--- src/rtl/core/pu_pkg.sv ---
// Shared types, constants and the factorial table for the permutation unranking core.
`timescale 1ns / 1ps

package pu_pkg;

	localparam int RANK_W = 64;
	localparam int ELEM_W = 5;

	typedef enum logic [1:0] {
		ST_IDLE,
		ST_MOD,
		ST_DIGIT,
		ST_EMIT
	} pu_state_t;

	typedef struct packed {
		logic init;
		logic remove;
	} pu_pool_ctrl_t;

	// Factorials 0! to 20!; larger indexes are never used.
	function automatic logic [RANK_W-1:0] fact_f(input logic [ELEM_W-1:0] idx);
		logic [RANK_W-1:0] f;
		case (idx)
			5'd0:    f = 64'd1;
			5'd1:    f = 64'd1;
			5'd2:    f = 64'd2;
			5'd3:    f = 64'd6;
			5'd4:    f = 64'd24;
			5'd5:    f = 64'd120;
			5'd6:    f = 64'd720;
			5'd7:    f = 64'd5040;
			5'd8:    f = 64'd40320;
			5'd9:    f = 64'd362880;
			5'd10:   f = 64'd3628800;
			5'd11:   f = 64'd39916800;
			5'd12:   f = 64'd479001600;
			5'd13:   f = 64'd6227020800;
			5'd14:   f = 64'd87178291200;
			5'd15:   f = 64'd1307674368000;
			5'd16:   f = 64'd20922789888000;
			5'd17:   f = 64'd355687428096000;
			5'd18:   f = 64'd6402373705728000;
			5'd19:   f = 64'd121645100408832000;
			5'd20:   f = 64'd2432902008176640000;
			default: f = 64'd1;
		endcase
		return f;
	endfunction

endpackage

--- src/rtl/core/pu_csub.sv ---
// Shared 64-bit compare-and-subtract unit.
`timescale 1ns / 1ps

module pu_csub import pu_pkg::*; (
	input  logic [RANK_W-1:0] a,
	input  logic [RANK_W-1:0] b,
	output logic [RANK_W-1:0] diff,
	output logic              ge
);

	logic [RANK_W:0] wide;

	always_comb begin
		wide = {1'b0, a} - {1'b0, b};
		diff = wide[RANK_W-1:0];
		ge   = ~wide[RANK_W];
	end

endmodule

--- src/rtl/core/pu_pool.sv ---
// Pool of unused elements in ascending order, with pick and remove.
`timescale 1ns / 1ps

module pu_pool import pu_pkg::*; #(
	parameter int DEPTH = 20
) (
	input  logic              clk,
	input  pu_pool_ctrl_t     ctrl,
	input  logic [ELEM_W-1:0] sel,
	output logic [ELEM_W-1:0] picked
);

	localparam int IDX_W = (DEPTH > 1) ? $clog2(DEPTH) : 1;

	logic [ELEM_W-1:0] pool_q [DEPTH];
	logic [IDX_W-1:0]  sel_idx;

	assign sel_idx = sel[IDX_W-1:0];
	assign picked  = pool_q[sel_idx];

	always_ff @(posedge clk) begin
		for (int j = 0; j < DEPTH; j++) begin
			if (ctrl.init) begin
				pool_q[j] <= ELEM_W'(j);
			end else if (ctrl.remove && (ELEM_W'(j) >= sel) && (j + 1 < DEPTH)) begin
				// close the gap left by the taken element
				pool_q[j] <= pool_q[(j + 1) % DEPTH];
			end
		end
	end

endmodule

--- src/rtl/core/permutation_unrank_core.sv ---
// Top level: lexicographic permutation unranking over a shared compare-subtract unit.
//
// channel   direction  signals                                         handshake
// input     in         in_valid, in_ready, perm_rank                   valid/ready
// output    out        out_valid, out_ready, element_value,
//                      element_position, last_element                  valid/ready
// config    in         cfg_wr_en, cfg_wr_data                          write enable
//
// One request first reduces the rank modulo n! in the bit-serial compare-subtract
// loop, then finds the factorial digit d of each position (d at most n-1) by repeated
// subtraction and emits the picked element; any output stall lengthens the request.
// Reset clears the control state and sets the size register to 1.
// A stalled result holds the sequencer in its emit state; no new request is taken
// until the last element of the permutation has been taken.
`timescale 1ns / 1ps

module permutation_unrank_core import pu_pkg::*; #(
	parameter int MAX_SIZE = 20
) (
	input  logic              clk,
	input  logic              arst_n,
	input  logic              cfg_wr_en,
	input  logic [ELEM_W-1:0] cfg_wr_data,
	input  logic              in_valid,
	output logic              in_ready,
	input  logic [RANK_W-1:0] perm_rank,
	output logic              out_valid,
	input  logic              out_ready,
	output logic [ELEM_W-1:0] element_value,
	output logic [ELEM_W-1:0] element_position,
	output logic              last_element
);

	localparam logic [ELEM_W-1:0] MAX_N = ELEM_W'(MAX_SIZE);

	pu_state_t         state_q, state_d;
	logic [ELEM_W-1:0] perm_size_q;
	logic [ELEM_W-1:0] eff_n;
	logic [RANK_W-1:0] rank_q;
	logic [RANK_W-1:0] rem_q;
	logic [5:0]        bit_cnt_q;
	logic [ELEM_W-1:0] k_q;
	logic [ELEM_W-1:0] digit_q;
	logic [ELEM_W-1:0] pos_q;
	logic [ELEM_W-1:0] value_q;
	logic [ELEM_W-1:0] position_q;
	logic              last_q;

	logic [RANK_W-1:0] op_a, op_b, sub_diff;
	logic              sub_ge;
	logic [ELEM_W-1:0] picked;
	logic              digit_done;
	pu_pool_ctrl_t     pool_ctrl;
	logic              in_acc, out_acc;

	always_comb begin
		eff_n = perm_size_q;
		if (eff_n == '0) begin
			eff_n = ELEM_W'(1);
		end
		if (eff_n > MAX_N) begin
			eff_n = MAX_N;
		end
	end

	// modulo phase shifts the rank in bit by bit against n!; digit phase tries (k-1)!
	always_comb begin
		if (state_q == ST_MOD) begin
			op_a = {rem_q[RANK_W-2:0], rank_q[RANK_W-1]};
			op_b = fact_f(k_q);
		end else begin
			op_a = rem_q;
			op_b = fact_f(k_q - ELEM_W'(1));
		end
	end

	pu_csub u_csub (
		.a    (op_a),
		.b    (op_b),
		.diff (sub_diff),
		.ge   (sub_ge)
	);

	pu_pool #(.DEPTH(MAX_SIZE)) u_pool (
		.clk    (clk),
		.ctrl   (pool_ctrl),
		.sel    (digit_q),
		.picked (picked)
	);

	assign in_acc     = in_valid && in_ready;
	assign out_acc    = out_valid && out_ready;
	assign digit_done = !(sub_ge && (digit_q < k_q - ELEM_W'(1)));

	// next state
	always_comb begin
		state_d = state_q;
		case (state_q)
			ST_IDLE: begin
				if (in_valid) state_d = ST_MOD;
			end
			ST_MOD: begin
				if (bit_cnt_q == '0) state_d = ST_DIGIT;
			end
			ST_DIGIT: begin
				if (digit_done) state_d = ST_EMIT;
			end
			ST_EMIT: begin
				if (out_ready) state_d = last_q ? ST_IDLE : ST_DIGIT;
			end
			default: state_d = ST_IDLE;
		endcase
	end

	// outputs
	always_comb begin
		in_ready         = 1'b0;
		out_valid        = 1'b0;
		pool_ctrl.init   = 1'b0;
		pool_ctrl.remove = 1'b0;
		case (state_q)
			ST_IDLE: begin
				in_ready       = 1'b1;
				pool_ctrl.init = in_valid;
			end
			ST_EMIT: begin
				out_valid        = 1'b1;
				pool_ctrl.remove = out_ready;
			end
			default: ;
		endcase
	end

	always_ff @(posedge clk or negedge arst_n) begin
		if (!arst_n) begin
			state_q     <= ST_IDLE;
			perm_size_q <= ELEM_W'(1);
		end else begin
			state_q <= state_d;
			if (cfg_wr_en) begin
				perm_size_q <= cfg_wr_data;
			end
		end
	end

	always_ff @(posedge clk) begin
		case (state_q)
			ST_IDLE: begin
				if (in_acc) begin
					rank_q    <= perm_rank;
					rem_q     <= '0;
					bit_cnt_q <= 6'd63;
					k_q       <= eff_n;
					digit_q   <= '0;
					pos_q     <= '0;
				end
			end
			ST_MOD: begin
				rank_q    <= {rank_q[RANK_W-2:0], 1'b0};
				rem_q     <= sub_ge ? sub_diff : op_a;
				bit_cnt_q <= bit_cnt_q - 6'd1;
			end
			ST_DIGIT: begin
				if (!digit_done) begin
					rem_q   <= sub_diff;
					digit_q <= digit_q + ELEM_W'(1);
				end else begin
					value_q    <= picked;
					position_q <= pos_q;
					last_q     <= (k_q == ELEM_W'(1));
				end
			end
			ST_EMIT: begin
				// advance to the next position once the element is taken
				if (out_acc) begin
					k_q     <= k_q - ELEM_W'(1);
					pos_q   <= pos_q + ELEM_W'(1);
					digit_q <= '0;
				end
			end
			default: ;
		endcase
	end

	assign element_value    = value_q;
	assign element_position = position_q;
	assign last_element     = last_q;

endmodule
--- config.mk ---
export PLATFORM = sky130hd
export DESIGN_NAME = permutation_unrank_core
export DESIGN_NICKNAME = d
export VERILOG_FILES = /design/src/rtl/core/pu_pkg.sv /design/src/rtl/core/pu_csub.sv /design/src/rtl/core/pu_pool.sv /design/src/rtl/core/permutation_unrank_core.sv
export SDC_FILE = /design/constraint.sdc
export NUM_CORES = 1
export LEC_CHECK = 0
export BUFFER_PORTS_ARGS = -buffer_cell sky130_fd_sc_hd__buf_4
export CORE_MARGIN = 1
export CORE_UTILIZATION = 68
export DETAILED_ROUTE_END_ITERATION = 10
export PLACE_DENSITY = 0.85
export SLEW_MARGIN = 10
export SYNTH_ARGS = -nofsm -noshare
export SYNTH_HDL_FRONTEND = slang
export SYNTH_HIERARCHICAL = 1
export SYNTH_MEMORY_MAX_BITS = 65536
export SYNTH_SLANG_ARGS = --single-unit
--- constraint.sdc ---
create_clock -name clk -period 16.3 [get_ports clk]
set_input_delay 3.26 -clock clk [delete_from_list [all_inputs] [get_ports clk]]
set_output_delay 3.26 -clock clk [all_outputs]
set_load 0.05 [all_outputs]
==> flow_metrics.env <==
export IMPL_synth_edf_count=241
export IMPL_post_cts_buffers=0
export IMPL_synth_flop_cell="edfxtp_1"
export IMPL_timing_critical_path_buf_inv=6
export IMPL_start_util=0.693
export IMPL_syn_mean_instance_area_um2=10.5
export IMPL_setup_violations=0
export IMPL_cts_sinks=296
export IMPL_core_area_um2=27800
export IMPL_relSlewSlack=0.263
export IMPL_grt_use_total=0.333
export IMPL_post_route_min_period_ns=8.01
export IMPL_cts_tree="yes"
export IMPL_fp_row_count=61
export IMPL_initialDrtViolationCount=1757
export IMPL_grt_met1_usage=0.465
export IMPL_critical_path_class="reg -> reg"
export IMPL_cts_hold_fix_buffers=0
export IMPL_final_hold_viol_count=0
export IMPL_antenna_found_initial=1
export IMPL_cp_required_ns=16.50
export IMPL_cts_resized=0
export IMPL_worst_path_largest_cell_delay_ns=0.87
export IMPL_max_cap_violations=0
export IMPL_yosysUniqueCellTypes=105
export IMPL_cts_buffer_depth=3
export IMPL_worstReg2RegEnd="rem_q[36]$_SDFFCE_PN0P_"
export IMPL_rsz0062_at_grt="no"
export IMPL_skew_ns=0.0180
export IMPL_grt_overflow=0
export IMPL_insertion_delay_ns=0.59
export IMPL_ys_async_sr_fraction=0.0236
export IMPL_dp_hpwl_mm=34.0
export IMPL_rrSetupSlack_ns=8.29
export IMPL_syn_cell_area_um2=19300
export IMPL_reg2reg_depth=25
export IMPL_worstMarginPinSlew_ns=1.11
export IMPL_drt_first_pass_iters=6
export IMPL_regToRegStartpoint="k_q[0]$_DFFE_PP_"
export IMPL_clockRootBuffer="clkbuf_16"
export IMPL_synth_cells=1832
export IMPL_wl_per_cell_um=21.2
export IMPL_period_share=0.491
export IMPL_grt_start_max_net_pins=98
export IMPL_vias=14900
export IMPL_arrival_ns=8.21
export IMPL_ant_nets=0
export IMPL_slew_violations=0
export IMPL_grt_pass1_wl_mm=75.9
export IMPL_place_gp_congestion=0.998
export IMPL_grt_pass1_vias=14200
export IMPL_hp_class="reg -> reg"
export IMPL_slowest_stage="ha_1"
export IMPL_die_area_um2=29000
export IMPL_die_h_um=170
export IMPL_cp_num_cells=25
export IMPL_crit_end="rem_q[36]$_SDFFCE_PN0P_"
export IMPL_viasPerCell=6.57
export IMPL_cp_end_kind="flop"
export IMPL_grt_use_met2=0.524
export IMPL_cts_buffers=31
export IMPL_path_common_cell="inv_1"
export IMPL_fill_cells=1847
export IMPL_htree_levels=1
export IMPL_fin_tns_setup_ns=0
export IMPL_startpoint="k_q[0]$_DFFE_PP_"
export IMPL_ys_seq_elements=296
export IMPL_yosysWarnings=6
export IMPL_grt_most_used_layer="met2"
export IMPL_grt_use_met3=0.0772
export IMPL_path_clk_slew_ns=0.06
export IMPL_ios=87
export IMPL_multi_input_area_um2=9970
export IMPL_status="finished, final reports clean"
export IMPL_critPathLaunchType="flop"
export IMPL_seqCellArea_um2=8370
export IMPL_drc=0
export IMPL_path_delay_family="compound AO/OA/AOI/OAI gates"
export IMPL_wirelength_mm=48.2
export IMPL_drive_gt1_frac=0.192
export IMPL_ys_seq_area_frac=0.435
export IMPL_crit_path_max_fanout=64
export IMPL_port_buffers=86
export IMPL_nets=2038
export IMPL_dieWidth_um=170
export IMPL_area_delta_synth_final_pct=9.33
export IMPL_fmax_mhz=125
-- kinds of logic after synthesis --
logic type               count (synthesis)  synth area share
AND/OR/NAND/NOR                        520             0.144
AO/OA/AOI/OAI                          461             0.166
flip-flops                             296             0.435
buffers and inverters                  217            0.0506
multiplexers                           170             0.110
adder cells (fa/ha/maj)                 94            0.0615
XOR/XNOR                                73            0.0332
other                                    1          0.000195
-- cells in the final DEF, fill, tap and decap left out, types with 12 or more instances in the layout --
| cell | synthesis | final |
|---|---|---|
| edfxtp_1 | 241 | 241 |
| mux2_2 | 137 | 137 |
| nand2_1 | 126 | 126 |
| inv_1 | 109 | 109 |
| buf_4 | 8 | 102 |
| ha_1 | 93 | 92 |
| a21oi_1 | 88 | 88 |
| nor2_1 | 82 | 81 |
| nor2b_1 | 79 | 79 |
| o21ai_0 | 74 | 74 |
| a22oi_1 | 71 | 71 |
| dfxtp_1 | 48 | 48 |
| and2_1 | 43 | 43 |
| a21o_1 | 43 | 42 |
| xnor2_1 | 37 | 37 |
| and3_1 | 37 | 37 |
| xor2_1 | 36 | 36 |
| nand3_1 | 36 | 36 |
| clkbuf_16 | 0 | 33 |
| nand2b_1 | 30 | 30 |
| nand4_1 | 17 | 17 |
| mux2i_1 | 15 | 15 |
| nor3_1 | 16 | 15 |
| a31oi_1 | 15 | 15 |
| a22o_1 | 14 | 14 |
| o21bai_1 | 14 | 13 |
| or3_1 | 12 | 12 |
| o31ai_1 | 12 | 12 |
| a211oi_1 | 12 | 12 |
| o22ai_1 | 12 | 12 |
-- cell usage after synthesis (43+ instances only) --
master	count	area share
a21o_1	43	0.017
a21oi_1	88	0.023
a22oi_1	71	0.028
and2_1	43	0.014
clkbuf_1	63	0.012
dfxtp_1	48	0.050
edfxtp_1	241	0.38
ha_1	93	0.060
inv_1	109	0.021
mux2_2	137	0.080
nand2_1	126	0.025
nor2_1	82	0.016
nor2b_1	79	0.026
o21ai_0	74	0.019
-- area by class of cell --
cell class	count	area share
antenna	1	0.000119
clock buffer	42	0.0418
clock inverter	16	0.00678
inverter	114	0.0212
multi-input combinational	1325	0.473
sequential	296	0.398
tap	378	0.0225
timing repair buffer	102	0.0364
-- worst min path at each step --
stage                                 from                       endpoint  slack [ns]  cells after the start
finish              pos_q[4]$_SDFFCE_PN0P_  element_position[4]$_DFFE_PP_        0.50                      0
CTS                 pos_q[4]$_SDFFCE_PN0P_  element_position[4]$_DFFE_PP_        0.50                      0
detailed placement  pos_q[4]$_SDFFCE_PN0P_  element_position[4]$_DFFE_PP_        0.48                      0
global route        pos_q[4]$_SDFFCE_PN0P_  element_position[4]$_DFFE_PP_        0.51                      0
global placement    pos_q[4]$_SDFFCE_PN0P_  element_position[4]$_DFFE_PP_        0.47                      0
floorplan           pos_q[4]$_SDFFCE_PN0P_  element_position[4]$_DFFE_PP_        0.45                      0
-- through the flow --
step,hold slack (ns),cell area (um2),std cells,setup WS [ns],utilization
floorplan,0.448,19300,1838,5.94,-
global placement,0.467,20000,2215,8.78,0.721
detailed placement,0.484,20000,2215,8.44,0.721
CTS,0.500,21000,2273,8.42,0.758
global route,0.506,21000,2273,7.68,0.758
finish,0.501,21000,2274,8.29,0.758
-- layer usage --
layer / vias to the layer above / routed length, um
met2: 782 / 21800
met1: 7200 / 20400
met4: 0 / 1210
met3: 106 / 4840
li1: 6849 / -
met5: - / 0
-- worst register-to-register path, cell delays in order (launching register included) --
cell	delay, ns
edfxtp_1	0.65
inv_1	0.26
ha_1	0.32
inv_1	0.10
ha_1	0.87
inv_1	0.48
o211ai_1	0.62
o21ai_0	0.31
inv_1	0.11
ha_1	0.23
nand2_1	0.11
or3_1	0.44
nor3_2	0.23
nand3_1	0.11
a211oi_2	0.19
a211oi_2	0.11
o21ai_2	0.19
a31oi_2	0.16
o31ai_1	0.26
a21o_1	0.31
nand2b_1	0.09
a21oi_1	0.25
a21boi_1	0.12
buf_4	0.22
nor3_2	0.11
buf_4	0.67
Power is left out: the tool's default activity adds up to more than one toggle a clock period on the data nets, which glitch-free logic cannot reach.
